## src/rtl/mipmap_box_reducer_assert.svh

```systemverilog
// Assertion macros shared by the mip level reducer RTL.
// Depends on nothing; included by the top level.
`ifndef MIPMAP_BOX_REDUCER_ASSERT_SVH
`define MIPMAP_BOX_REDUCER_ASSERT_SVH

// The condition holds in the same cycle as the trigger.
`define MBR_ASSERT_SAME(label, clk, rst_n, trig, cond, msg) \
    label: assert property (@(posedge clk) disable iff (!rst_n) (trig) |-> (cond)) \
        else $error(msg);

// The condition holds in the cycle after the trigger.
`define MBR_ASSERT_NEXT(label, clk, rst_n, trig, cond, msg) \
    label: assert property (@(posedge clk) disable iff (!rst_n) (trig) |=> (cond)) \
        else $error(msg);

`endif

```

## src/rtl/mbr_pkg.sv

```systemverilog
// Shared types and constants of the mip level reducer.
// Depends on nothing; used by the controller, the datapath and the top level.
`timescale 1ns / 1ps
`default_nettype none

package mbr_pkg;

    localparam int MAX_SOURCE_HEIGHT = 1024;
    localparam int H_BITS = 11;
    localparam int R_BITS = 10;
    localparam int CFG_BITS = 11;

    localparam logic [1:0] MODE_PLAIN  = 2'd0;
    localparam logic [1:0] MODE_NORMAL = 2'd1;
    localparam logic [1:0] MODE_FILL   = 2'd2;

    localparam logic [1:0] REG_SOURCE_WIDTH  = 2'd0;
    localparam logic [1:0] REG_SOURCE_HEIGHT = 2'd1;
    localparam logic [1:0] REG_REDUCE_MODE   = 2'd2;

    localparam int ROOT_STEPS = 11;
    localparam int DIV_STEPS = 7;
    localparam int STEP_BITS = 4;

    localparam logic [7:0] ZERO_RG = 8'd191;
    localparam logic [7:0] ZERO_B  = 8'd255;
    localparam logic [7:0] FULL_A  = 8'd255;
    localparam logic [7:0] CENTER  = 8'd128;

    typedef enum logic [3:0] {
        S_IDLE,
        S_SUM,
        S_VEC,
        S_SQR,
        S_ROOT_INIT,
        S_ROOT,
        S_DIV_INIT,
        S_DIV,
        S_EMIT
    } state_t;

    typedef struct packed {
        logic accept;
        logic load_sum;
        logic vec;
        logic sqr;
        logic root_init;
        logic root_step;
        logic div_init;
        logic div_step;
        logic out_load;
    } cmd_t;

    typedef struct packed {
        logic emit;
        logic normal;
        logic root_done;
        logic div_done;
        logic out_free;
    } status_t;

endpackage

`default_nettype wire

```

## src/rtl/mbr_ctrl.sv

```systemverilog
// Sequencer of the mip level reducer: steps one source pixel through the datapath.
// Depends on mbr_pkg.
`timescale 1ns / 1ps
`default_nettype none

module mbr_ctrl (
    input  wire logic            clk,
    input  wire logic            rst_n,
    input  wire logic            in_valid,
    input  wire mbr_pkg::status_t st,
    output mbr_pkg::cmd_t        cmd,
    output logic                 in_ready
);
    import mbr_pkg::*;

    state_t state_reg;
    state_t state_next;

    always_ff @(posedge clk or negedge rst_n)
    begin
        if (!rst_n)
        begin
            state_reg <= S_IDLE;
        end
        else
        begin
            state_reg <= state_next;
        end
    end

    always_comb
    begin
        state_next = state_reg;
        case (state_reg)
            S_IDLE:
            begin
                if (in_valid)
                begin
                    state_next = S_SUM;
                end
            end
            S_SUM:
            begin
                if (!st.emit)
                begin
                    state_next = S_IDLE;
                end
                else if (st.normal)
                begin
                    state_next = S_VEC;
                end
                else
                begin
                    state_next = S_EMIT;
                end
            end
            S_VEC:       state_next = S_SQR;
            S_SQR:       state_next = S_ROOT_INIT;
            S_ROOT_INIT: state_next = S_ROOT;
            S_ROOT:
            begin
                if (st.root_done)
                begin
                    state_next = S_DIV_INIT;
                end
            end
            S_DIV_INIT:  state_next = S_DIV;
            S_DIV:
            begin
                if (st.div_done)
                begin
                    state_next = S_EMIT;
                end
            end
            S_EMIT:
            begin
                if (st.out_free)
                begin
                    state_next = S_IDLE;
                end
            end
            default:     state_next = S_IDLE;
        endcase
    end

    always_comb
    begin
        cmd = '0;
        in_ready = 1'b0;
        case (state_reg)
            S_IDLE:
            begin
                in_ready = 1'b1;
                cmd.accept = in_valid;
            end
            S_SUM:       cmd.load_sum = 1'b1;
            S_VEC:       cmd.vec = 1'b1;
            S_SQR:       cmd.sqr = 1'b1;
            S_ROOT_INIT: cmd.root_init = 1'b1;
            S_ROOT:      cmd.root_step = 1'b1;
            S_DIV_INIT:  cmd.div_init = 1'b1;
            S_DIV:       cmd.div_step = 1'b1;
            S_EMIT:      cmd.out_load = st.out_free;
            default:     cmd = '0;
        endcase
    end

endmodule

`default_nettype wire

```

## config.mk

```make
export PLATFORM = sky130hd
export DESIGN_NAME = mbr_ctrl
export DESIGN_NICKNAME = d
export VERILOG_FILES = /design/src/rtl/mipmap_box_reducer_assert.svh /design/src/rtl/mbr_pkg.sv /design/src/rtl/mbr_ctrl.sv
export SDC_FILE = /design/constraint.sdc
export NUM_CORES = 1
export LEC_CHECK = 0
export ABC_CLOCK_PERIOD_IN_PS = 2100
export BUFFER_PORTS_ARGS = -buffer_cell sky130_fd_sc_hd__buf_2
export CAP_MARGIN = 20
export CORE_AREA = 4 4 41 43
export CTS_CLUSTER_DIAMETER = 150
export DETAILED_ROUTE_END_ITERATION = 7
export DIE_AREA = 0 0 45 47
export GPL_TIMING_DRIVEN = 0
export PLACE_DENSITY_LB_ADDON = 0.3
export SYNTH_ARGS = -nofsm -noshare
export SYNTH_HDL_FRONTEND = slang
export SYNTH_SLANG_ARGS = --single-unit
```

## constraint.sdc

```tcl
create_clock -name clk -period 2.1 [get_ports clk]
set_input_delay 0.105 -clock clk [delete_from_list [all_inputs] [get_ports clk]]
set_output_delay 0.105 -clock clk [all_outputs]
set_load 0.005 [all_outputs]
```

==> flow_summary_export.csv, run 1 <==
group,metric,value,unit
timing,finalSetupViolCount,0,
worst_hold_path,hold_end,"state_reg[3]$_DFFE_PN0P_",
placed_design,routabilityCongestion,0.719,
die,die_x,45,um
yosys,synth_fp_nets,50,
drt,via_per_inst,4.96,
global_route,antenna_found_initial,0,
timing,fin_crit_sh,69.3,%
drt,drt_pass1_iterations,4,
yosys,syn-instance-count,42,
clock_network,htree_levels,1,
setup_path,r2r-start,"state_reg[1]$_DFFE_PN0P_",
worst_hold_path,min_path_type,"in -> reg",
timing,post-route-min-period,1.46,ns
clock_network,cts-root-buf,"clkbuf_4",
timing,fmax,0.687,GHz
die,io_pins,18,
setup_path,required,2.00,ns
timing,finalMaxSlewViolations,0,
job,maxCapViolations,0,
die,coreArea,1300,um2
setup_path,path_class,"reg -> out",
drt,wl,902,um
global_route,grt_max_degree,11,
timing,holdWs,0.175,ns
global_route,grt_pass1_wl,1490,um
die,die_y,47,um
pwr,ir_drop,634,uV
placed_design,placed_cell_area,444,um2
layout,final_area,477,um2
die,initial_utilization,26.2,%
setup_path,r2r_cells,3,
layout,synthToLayoutAreaGrowth,40.1,%
yosys,synth.distinct_cells,22,
die,dieArea,2120,um2
global_route,grt_usage,10.5,%
timing,rsz0062_at_grt,"false",
die,placement_rows,13,
timing,hold_viol_final,0,
yosys,synth-xor-area-share,0,%
layout,fin_nets,73,
timing,maxSlewHeadroom,84.4,%
layout,largest_reg_flops,4,
setup_path,rrSetupSlack,0.87,ns
clock_network,clockBufferDepth,2,
layout,utilization,36.6,%
timing,finClkSkew,0.00289,ns
status,outcome,"completed",
yosys,synthMuxAreaShare,4.41,%
drt,dr_total_vias,387,
placed_design,dpl.hpwl,669,um
placed_design,dp_cells,74,
yosys,synth_seq_cells,4,
drt,antenna_left,0,
global_route,grt-ovfl-total,0,
yosys,yosysWarningCount,0,
drt,drt_iter0_markers,8,
yosys,synth-compound-area-share,18.4,%
setup_path,worstPathMaxFanout,10,
yosys,syn_avg_cell_area,8.10,um2
clock_network,cts.sinks,4,
worst_hold_path,min_from,"st[0]",
timing,worst_pin_slew,0.232,ns
placed_design,port_buffers,17,
yosys,yosys.area_share.simple,39.7,%
clock_network,clock_latency,0.24,ns
yosys,syn_area,340,um2
setup_path,arrival,1.35,ns
layout,num-fill-cells,150,
layout,final_cells,78,
yosys,ys_seq_area_share,29.4,%
pwr,leakagePower,0.000245,uW
layout,drive_gt1_share,49.2,%
drt,drcViolationCount,0,
setup_path,cp-end-kind,"output pin",
setup_path,rr_endpoint,"state_reg[0]$_DFFE_PN0P_",
layout,layout_commonest_cell,"buf_2",
clock_network,numCtsBuffers,3,
yosys,synth_top_family_by_area,"simple AND/OR/NAND/NOR gates",
yosys,synthAdderAreaFrac,0,%
clock_network,cts_tree,"yes",
clock_network,clkTransAtPathRegs,0.04,ns
worst_hold_path,holdPathStages,4,
pwr,pwr_density_cell,1350,nW/um2
setup_path,worst_setup_path_start_kind,"flop",
layout,layout_common_cells,"buf_2 (21), nand2_1 (6), nor2_1 (5)",
global_route,grt_pass1_vias,332,
timing,setup_tns,0,ns
layout,num_antenna_cells,0,
drt,post_drt_wl_per_cell,11.6,um
[cell usage after synthesis]
cell type  n  area (um2)
nor4_1     2        12.5
a221oi_2   1        15.0
nor2_1     5        18.8
inv_1      1        3.75
inv_2      1        3.75
buf_2      4        20.0
o21bai_1   1        7.51
a211oi_1   1        7.51
nand2b_1   2        12.5
o211ai_2   1        12.5
and2_1     1        6.26
o21ai_0    1        5.00
o21ai_1    1        5.00
a32o_1     1        10.0
dfrtp_1    4         100
or4_4      1        11.3
nor3_1     4        20.0
mux2_4     1        15.0
nand3_1    1        5.00
nand2_1    6        22.5
nand2b_4   1        13.8
nor4_2     1        12.5
[worst max path at each step]
stage | start | endpoint | slack [ns] | cells past startpoint
2_1_floorplan | state_reg[3]$_DFFE_PN0P_ | cmd[8] | 0.98 | 3
3_3_place_gp | state_reg[1]$_DFFE_PN0P_ | state_reg[0]$_DFFE_PN0P_ | 0.88 | 3
3_5_place_dp | state_reg[1]$_DFFE_PN0P_ | state_reg[0]$_DFFE_PN0P_ | 0.87 | 3
4_1_cts | state_reg[3]$_DFFE_PN0P_ | cmd[8] | 0.64 | 4
5_1_grt | state_reg[3]$_DFFE_PN0P_ | cmd[8] | 0.51 | 4
6_report | state_reg[3]$_DFFE_PN0P_ | cmd[8] | 0.64 | 4
[worst max-delay path: stages (launching register included)]
cell     delay (ns)
dfrtp_1        0.36
buf_2          0.19
nor4_2         0.30
and2_1         0.16
buf_2          0.10
[per-stage QoR]
stage / worst slack [ns] / power [uW]
finish: 0.645 / 642
global route: 0.510 / 708
CTS: 0.641 / 647
detailed placement: 0.869 / 545
global placement: 0.877 / 545
floorplan: 0.982 / 423
[cell families after synthesis]
| kind of cell | count (synthesis) |
|---|---|
| AO/OA/AOI/OAI | 7 |
| buffers and inverters | 6 |
| flip-flops | 4 |
| multiplexers | 1 |
| AND/OR/NAND/NOR | 24 |
[report_power, final]
group / internal (uW) / switching (uW) / total, uW
combinational: 178 / 236 / 414
sequential: 112 / 18.3 / 130
clock: 64.1 / 33.9 / 98.0
[routing by layer]
metal,up-vias,GRT usage [%],wire [um]
li1,195,-,-
met1,172,13.3,430
met2,16,13.8,355
met3,4,1.53,76
met4,0,12.3,38
met5,-,0,0
[area by class of cell]
type,count,area (um2),share of cell area [%]
inverters,2,7.51,1.57
multi-input cells,32,213,44.6
repair buffers,18,95.1,19.9
plain buffers,4,20.0,4.20
well taps,15,18.8,3.94
flip-flops and latches,4,100,21.0
clock buffers,3,22.5,4.72
[repair_timing]
action	in CTS	in global routing
hold endpoints to repair	4	0
gates resized for setup	0	0
buffers inserted	0	0
setup endpoints to repair	0	0
hold buffers	1	0
No activity file was read; power rests on OpenSTA's default activity.
==> inputs of run 2 (changes only) <==
--- a/config.mk
+++ b/config.mk
@@ -5,7 +5,7 @@
 export SDC_FILE = /design/constraint.sdc
 export NUM_CORES = 1
 export LEC_CHECK = 0
-export ABC_CLOCK_PERIOD_IN_PS = 2100
+export ABC_CLOCK_PERIOD_IN_PS = 1400
 export BUFFER_PORTS_ARGS = -buffer_cell sky130_fd_sc_hd__buf_2
 export CAP_MARGIN = 20
 export CORE_AREA = 4 4 41 43
==> constraint.sdc (replaced) <==
create_clock -name clk -period 1.4 [get_ports clk]
set_input_delay 0.07 -clock clk [delete_from_list [all_inputs] [get_ports clk]]
set_output_delay 0.07 -clock clk [all_outputs]
set_load 0.005 [all_outputs]
==> run 2 against run 1 <==
Compared with the run above: sequential power rose by 52%; clock-buffer cell count is the same; first-iteration DRC count is 13% lower; register-to-register slack got worse by 0.73 ns; critical endpoint unchanged; non-clock buffer count grew 6.
==> flow_summary_export.csv, run 2 (synthesized netlist as in run 1, its figures left out) <==
group,metric,value,unit
clock_network,cts_tree,"yes",
drt,dr_total_vias,413,
setup_path,cp-end-kind,"output pin",
drt,via_per_inst,4.92,
timing,worst_pin_slew,0.232,ns
drt,wl,962,um
timing,worst_slack,0.0429,ns
die,die_y,47,um
layout,seqCellArea,100,um2
die,die_x,45,um
timing,maxSlewHeadroom,84.4,%
layout,layout_commonest_cell,"buf_2",
timing,finClkSkew,0.00270,ns
setup_path,crit_end,"cmd[8]",
global_route,grt_pass1_wl,1490,um
setup_path,worst_setup_path_start_kind,"flop",
layout,layout_common_cells,"buf_2 (17), buf_4 (7), nor2_1 (5), nand2_1 (5), dfrtp_1 (4)",
clock_network,numCtsBuffers,3,
die,coreArea,1300,um2
setup_path,path_class,"reg -> out",
layout,multi_input_area,229,um2
die,initial_utilization,26.2,%
layout,drive_gt1_share,56.5,%
timing,holdWs,0.141,ns
die,io_pins,18,
timing,finalMaxSlewViolations,0,
layout,utilization,43.0,%
die,dieArea,2120,um2
setup_path,r2r_cells,6,
pwr,pwr_density_cell,2130,nW/um2
setup_path,critPathMaxStageDelay,0.38,ns
setup_path,worstPathMaxFanout,10,
timing,rsz0062_at_grt,"true",
global_route,grt_usage,10.5,%
drt,drcViolationCount,0,
global_route,grt_pass1_vias,332,
placed_design,dpl_worst_slack,0.169,ns
layout,fin_nets,79,
global_route,antenna_found_initial,0,
global_route,grt_max_degree,11,
drt,antenna_left,0,
drt,drt_iter0_markers,7,
status,outcome,"completed",
clock_network,clkTransAtPathRegs,0.04,ns
clock_network,clockBufferDepth,2,
timing,fmax,0.737,GHz
clock_network,htree_levels,1,
setup_path,rrSetupSlack,0.14,ns
setup_path,crit_slowest_cell,"dfrtp_1",
setup_path,r2r-start,"state_reg[0]$_DFFE_PN0P_",
setup_path,required,1.33,ns
timing,hold_viol_final,0,
drt,drt_pass1_iterations,4,
clock_network,cts-root-buf,"clkbuf_4",
timing,setup_tns,0,ns
placed_design,routabilityCongestion,0.719,
setup_path,rr_endpoint,"state_reg[2]$_DFFE_PN0P_",
setup_path,arrival,1.29,ns
global_route,grt-ovfl-total,0,
placed_design,port_buffers,17,
timing,post-route-min-period,1.36,ns
drt,post_drt_wl_per_cell,11.5,um
job,maxCapViolations,0,
pwr,ir_drop,990,uV
worst_hold_path,min_path_type,"in -> reg",
timing,fin_crit_sh,96.9,%
timing,finalSetupViolCount,0,
clock_network,cts.sinks,4,
clock_network,clock_latency,0.24,ns
layout,largest_reg_flops,4,
setup_path,critPathLaunch,"state_reg[2]$_DFFE_PN0P_",
layout,num-fill-cells,150,
pwr,leakagePower,0.000283,uW
placed_design,dpl.hpwl,669,um
layout,synthToLayoutAreaGrowth,64.3,%
setup_path,worstPathCellList,"buf_6 -> nor4_4 -> and2_1 -> buf_2",
layout,num_antenna_cells,0,
die,placement_rows,13,
## run 2: cell types whose count changed in the layout (fill, tap and decap cells not counted), sizes merged
| cell | before | now |
|---|---|---|
| buf | 21 | 27 |
## run 2: repair_timing
action,CTS,global route
endpoints found under the hold margin,4,0
setup buffers,0,6
pin swaps,0,2
hold buffers,1,0
resized for setup,3,9
endpoints found under the setup margin,2,7
## run 2: through the flow
step                      instances  total power, uW  area (um2)
after CTS                        78             1010         490
after floorplan                  42              635         340
after global routing             84             1300         559
after global placement           74              818         444
after detailed placement         74              818         444
final                            84             1190         559
## run 2: power by group
group	total [uW]	switching [uW]	internal [uW]
Clock	147	51.2	96.1
Sequential	198	30.3	168
Combinational	848	413	435
Total	1190	495	699
## run 2: critical path, delay by kind of cell (launching register included)
family / cells / cell delay [ns]
simple gates: 2 / 0.41
buf+inv: 2 / 0.25
flops: 1 / 0.38
## run 2: final cells by class
type	instances	area share [%]
plain buffers	4	7.38
clock buffers	3	4.03
inverters	2	1.34
multi-input cells	32	40.9
flip-flops and latches	4	17.9
well taps	15	3.36
repair buffers	24	25.1
## run 2: metal layers
metal / routed length, um / global-route usage (%)
met3: 79 / 1.53
met2: 414 / 13.8
met5: 0 / 0
met1: 421 / 13.3
met4: 46 / 12.3
## run 2: worst min-delay path by stage
stage               start                       end  slack, ns  depth (start not counted)
floorplan           rst_n  state_reg[0]$_DFFE_PN0P_      -0.23                          0
global placement    rst_n  state_reg[1]$_DFFE_PN0P_      -0.12                          1
detailed placement  rst_n  state_reg[0]$_DFFE_PN0P_      -0.12                          1
CTS                 st[0]  state_reg[3]$_DFFE_PN0P_       0.14                          4
global route        st[0]  state_reg[3]$_DFFE_PN0P_       0.17                          4
finish              st[0]  state_reg[3]$_DFFE_PN0P_       0.14                          4
==> inputs of run 3 (changes only) <==
--- a/config.mk
+++ b/config.mk
@@ -5,7 +5,7 @@
 export SDC_FILE = /design/constraint.sdc
 export NUM_CORES = 1
 export LEC_CHECK = 0
-export ABC_CLOCK_PERIOD_IN_PS = 1400
+export ABC_CLOCK_PERIOD_IN_PS = 1170
 export BUFFER_PORTS_ARGS = -buffer_cell sky130_fd_sc_hd__buf_2
 export CAP_MARGIN = 20
 export CORE_AREA = 4 4 41 43
@@ -13,6 +13,7 @@
 export DETAILED_ROUTE_END_ITERATION = 7
 export DIE_AREA = 0 0 45 47
 export GPL_TIMING_DRIVEN = 0
+export MAX_ROUTING_LAYER = met4
 export PLACE_DENSITY_LB_ADDON = 0.3
 export SYNTH_ARGS = -nofsm -noshare
 export SYNTH_HDL_FRONTEND = slang
==> constraint.sdc (replaced) <==
create_clock -name clk -period 1.17 [get_ports clk]
set_input_delay 0.0585 -clock clk [delete_from_list [all_inputs] [get_ports clk]]
set_output_delay 0.0585 -clock clk [all_outputs]
set_load 0.005 [all_outputs]
==> run 3 against run 2 <==
Compared with the run above: the flow now finishes with violations (negative setup slack); wire length rose by 26%; critical path depth rose by 1; final area rose by 28%; largest cell class unchanged; highest routed layer unchanged.
==> flow_summary_export.csv, run 3 (synthesized netlist as in run 1, its figures left out) <==
group,metric,value,unit
placed_design,dpl.hpwl,669,um
pwr,pwr_density_cell,2660,nW/um2
timing,rsz0062_at_grt,"true",
setup_path,path_class,"reg -> out",
worst_hold_path,min_from,"st[0]",
setup_path,rrSetupSlack,-0.01,ns
placed_design,routabilityCongestion,0.727,
layout,utilization,55.1,%
pwr,power,1910,uW
layout,seqCellArea,100,um2
worst_hold_path,min_path_type,"in -> reg",
timing,finalMaxSlewViolations,0,
setup_path,r2r_cells,4,
layout,num_antenna_cells,0,
setup_path,rr_endpoint,"state_reg[3]$_DFFE_PN0P_",
clock_network,cts-root-buf,"clkbuf_4",
worst_hold_path,holdPathStages,4,
die,coreArea,1300,um2
global_route,grt-ovfl-total,0,
global_route,grt_pass1_wl,2060,um
timing,worst_slack,-0.162,ns
layout,fin_nets,88,
global_route,grt_usage,14.5,%
die,dieArea,2120,um2
setup_path,worstPathMaxFanout,5,
timing,setup_tns,-0.803,ns
pwr,ir_drop,1030,uV
timing,finClkSkew,0.000846,ns
worst_hold_path,hold_end,"state_reg[3]$_DFFE_PN0P_",
timing,fin_crit_sh,114,%
clock_network,cts_tree,"yes",
pwr,leakagePower,0.000355,uW
layout,drive_gt1_share,73.1,%
setup_path,worst_setup_path_start_kind,"flop",
placed_design,dpl_worst_slack,-0.0609,ns
drt,drcViolationCount,0,
timing,worst_pin_slew,0.239,ns
clock_network,numCtsBuffers,3,
timing,hold_viol_final,0,
drt,dr_total_vias,466,
drt,post_drt_wl_per_cell,13.1,um
timing,post-route-min-period,1.33,ns
setup_path,r2r-start,"state_reg[3]$_DFFE_PN0P_",
job,maxCapViolations,0,
clock_network,cts.sinks,4,
die,initial_utilization,26.2,%
timing,holdWs,0.143,ns
layout,num-fill-cells,119,
clock_network,clockBufferDepth,2,
setup_path,required,1.11,ns
layout,largest_reg_flops,4,
clock_network,clkTransAtPathRegs,0.04,ns
status,outcome,"complete, but fails checks",
layout,multi_input_area,298,um2
drt,antenna_left,0,
drt,via_per_inst,5.01,
timing,finalSetupViolCount,13,
drt,drt_iter0_markers,18,
global_route,grt_max_degree,9,
layout,layout_common_cells,"buf_2 (17), buf_4 (11), buf_6 (8)",
setup_path,arrival,1.27,ns
timing,fmax,0.751,GHz
setup_path,cp-end-kind,"output pin",
timing,maxSlewHeadroom,84.1,%
die,die_x,45,um
global_route,antenna_found_initial,0,
clock_network,htree_levels,1,
placed_design,port_buffers,17,
global_route,grt_pass1_vias,470,
drt,drt_pass1_iterations,4,
layout,synthToLayoutAreaGrowth,111,%
layout,layout_commonest_cell,"buf_2",
drt,wl,1220,um
clock_network,clock_latency,0.24,ns
die,die_y,47,um
die,io_pins,18,
status,violations,"negative setup slack",
die,placement_rows,13,
-- run 3: cell types whose count changed in the layout (fill, tap and decap cells not counted), moves of 2 or more --
cell and change:
buf_4 +4, nor3_2 +2, nor3_1 -3, buf_6 +5, nor4_1 -2, nor4_2 +2
-- run 3: worst max path at each step --
| stage | start | end | cells after the start |
|---|---|---|---|
| after global routing | state_reg[3]$_DFFE_PN0P_ | cmd[0] | 5 |
| final | state_reg[3]$_DFFE_PN0P_ | cmd[0] | 5 |
| after floorplan | state_reg[1]$_DFFE_PN0P_ | state_reg[3]$_DFFE_PN0P_ | 3 |
| after CTS | state_reg[3]$_DFFE_PN0P_ | cmd[8] | 4 |
| after global placement | state_reg[1]$_DFFE_PN0P_ | state_reg[0]$_DFFE_PN0P_ | 3 |
| after detailed placement | state_reg[1]$_DFFE_PN0P_ | state_reg[0]$_DFFE_PN0P_ | 3 |
-- run 3: layer usage --
| metal | share of wire (%) | GRT usage [%] | up-vias |
|---|---|---|---|
| met5 | 0 | - | - |
| met4 | 3.3 | 12.3 | 0 |
| met3 | 6.3 | 1.15 | 6 |
| met2 | 48 | 22.9 | 20 |
| met1 | 42 | 16.6 | 215 |
| li1 | - | - | 225 |
-- run 3: layout make-up --
cell class | instances | share of cell area, %
Buffer | 4 | 6.28
Sequential cell | 4 | 14.0
Multi-Input combinational cell | 32 | 41.5
Clock buffer | 3 | 3.14
Tap cell | 15 | 2.62
Inverter | 2 | 1.40
Timing Repair Buffer | 33 | 31.1
-- run 3: report_power, final --
group          internal (uW)  switching, uW  leakage (uW)  total, uW
clock                    115           64.3     0.0000138        180
sequential               201           40.6     0.0000497        242
combinational            801            687      0.000291       1490
-- run 3: repair_timing --
action,4_1_cts,5_1_grt
hold buffers,1,0
endpoints found under the hold margin,4,0
pin swaps,9,3
buffers inserted,13,2
endpoints found under the setup margin,10,14
resized for setup,19,10
-- run 3: metrics by stage --
stage / instance area (um2) / cells
floorplan: 340 / 42
global placement: 444 / 74
detailed placement: 444 / 74
CTS: 649 / 91
global route: 717 / 93
finish: 717 / 93
-- run 3: worst max-delay path, stage by stage, from the launching register on --
cell and delay (ns):
dfrtp_1 0.35, buf_6 0.13, buf_4 0.15, nand2_1 0.07
nor4_2 0.20, buf_2 0.15
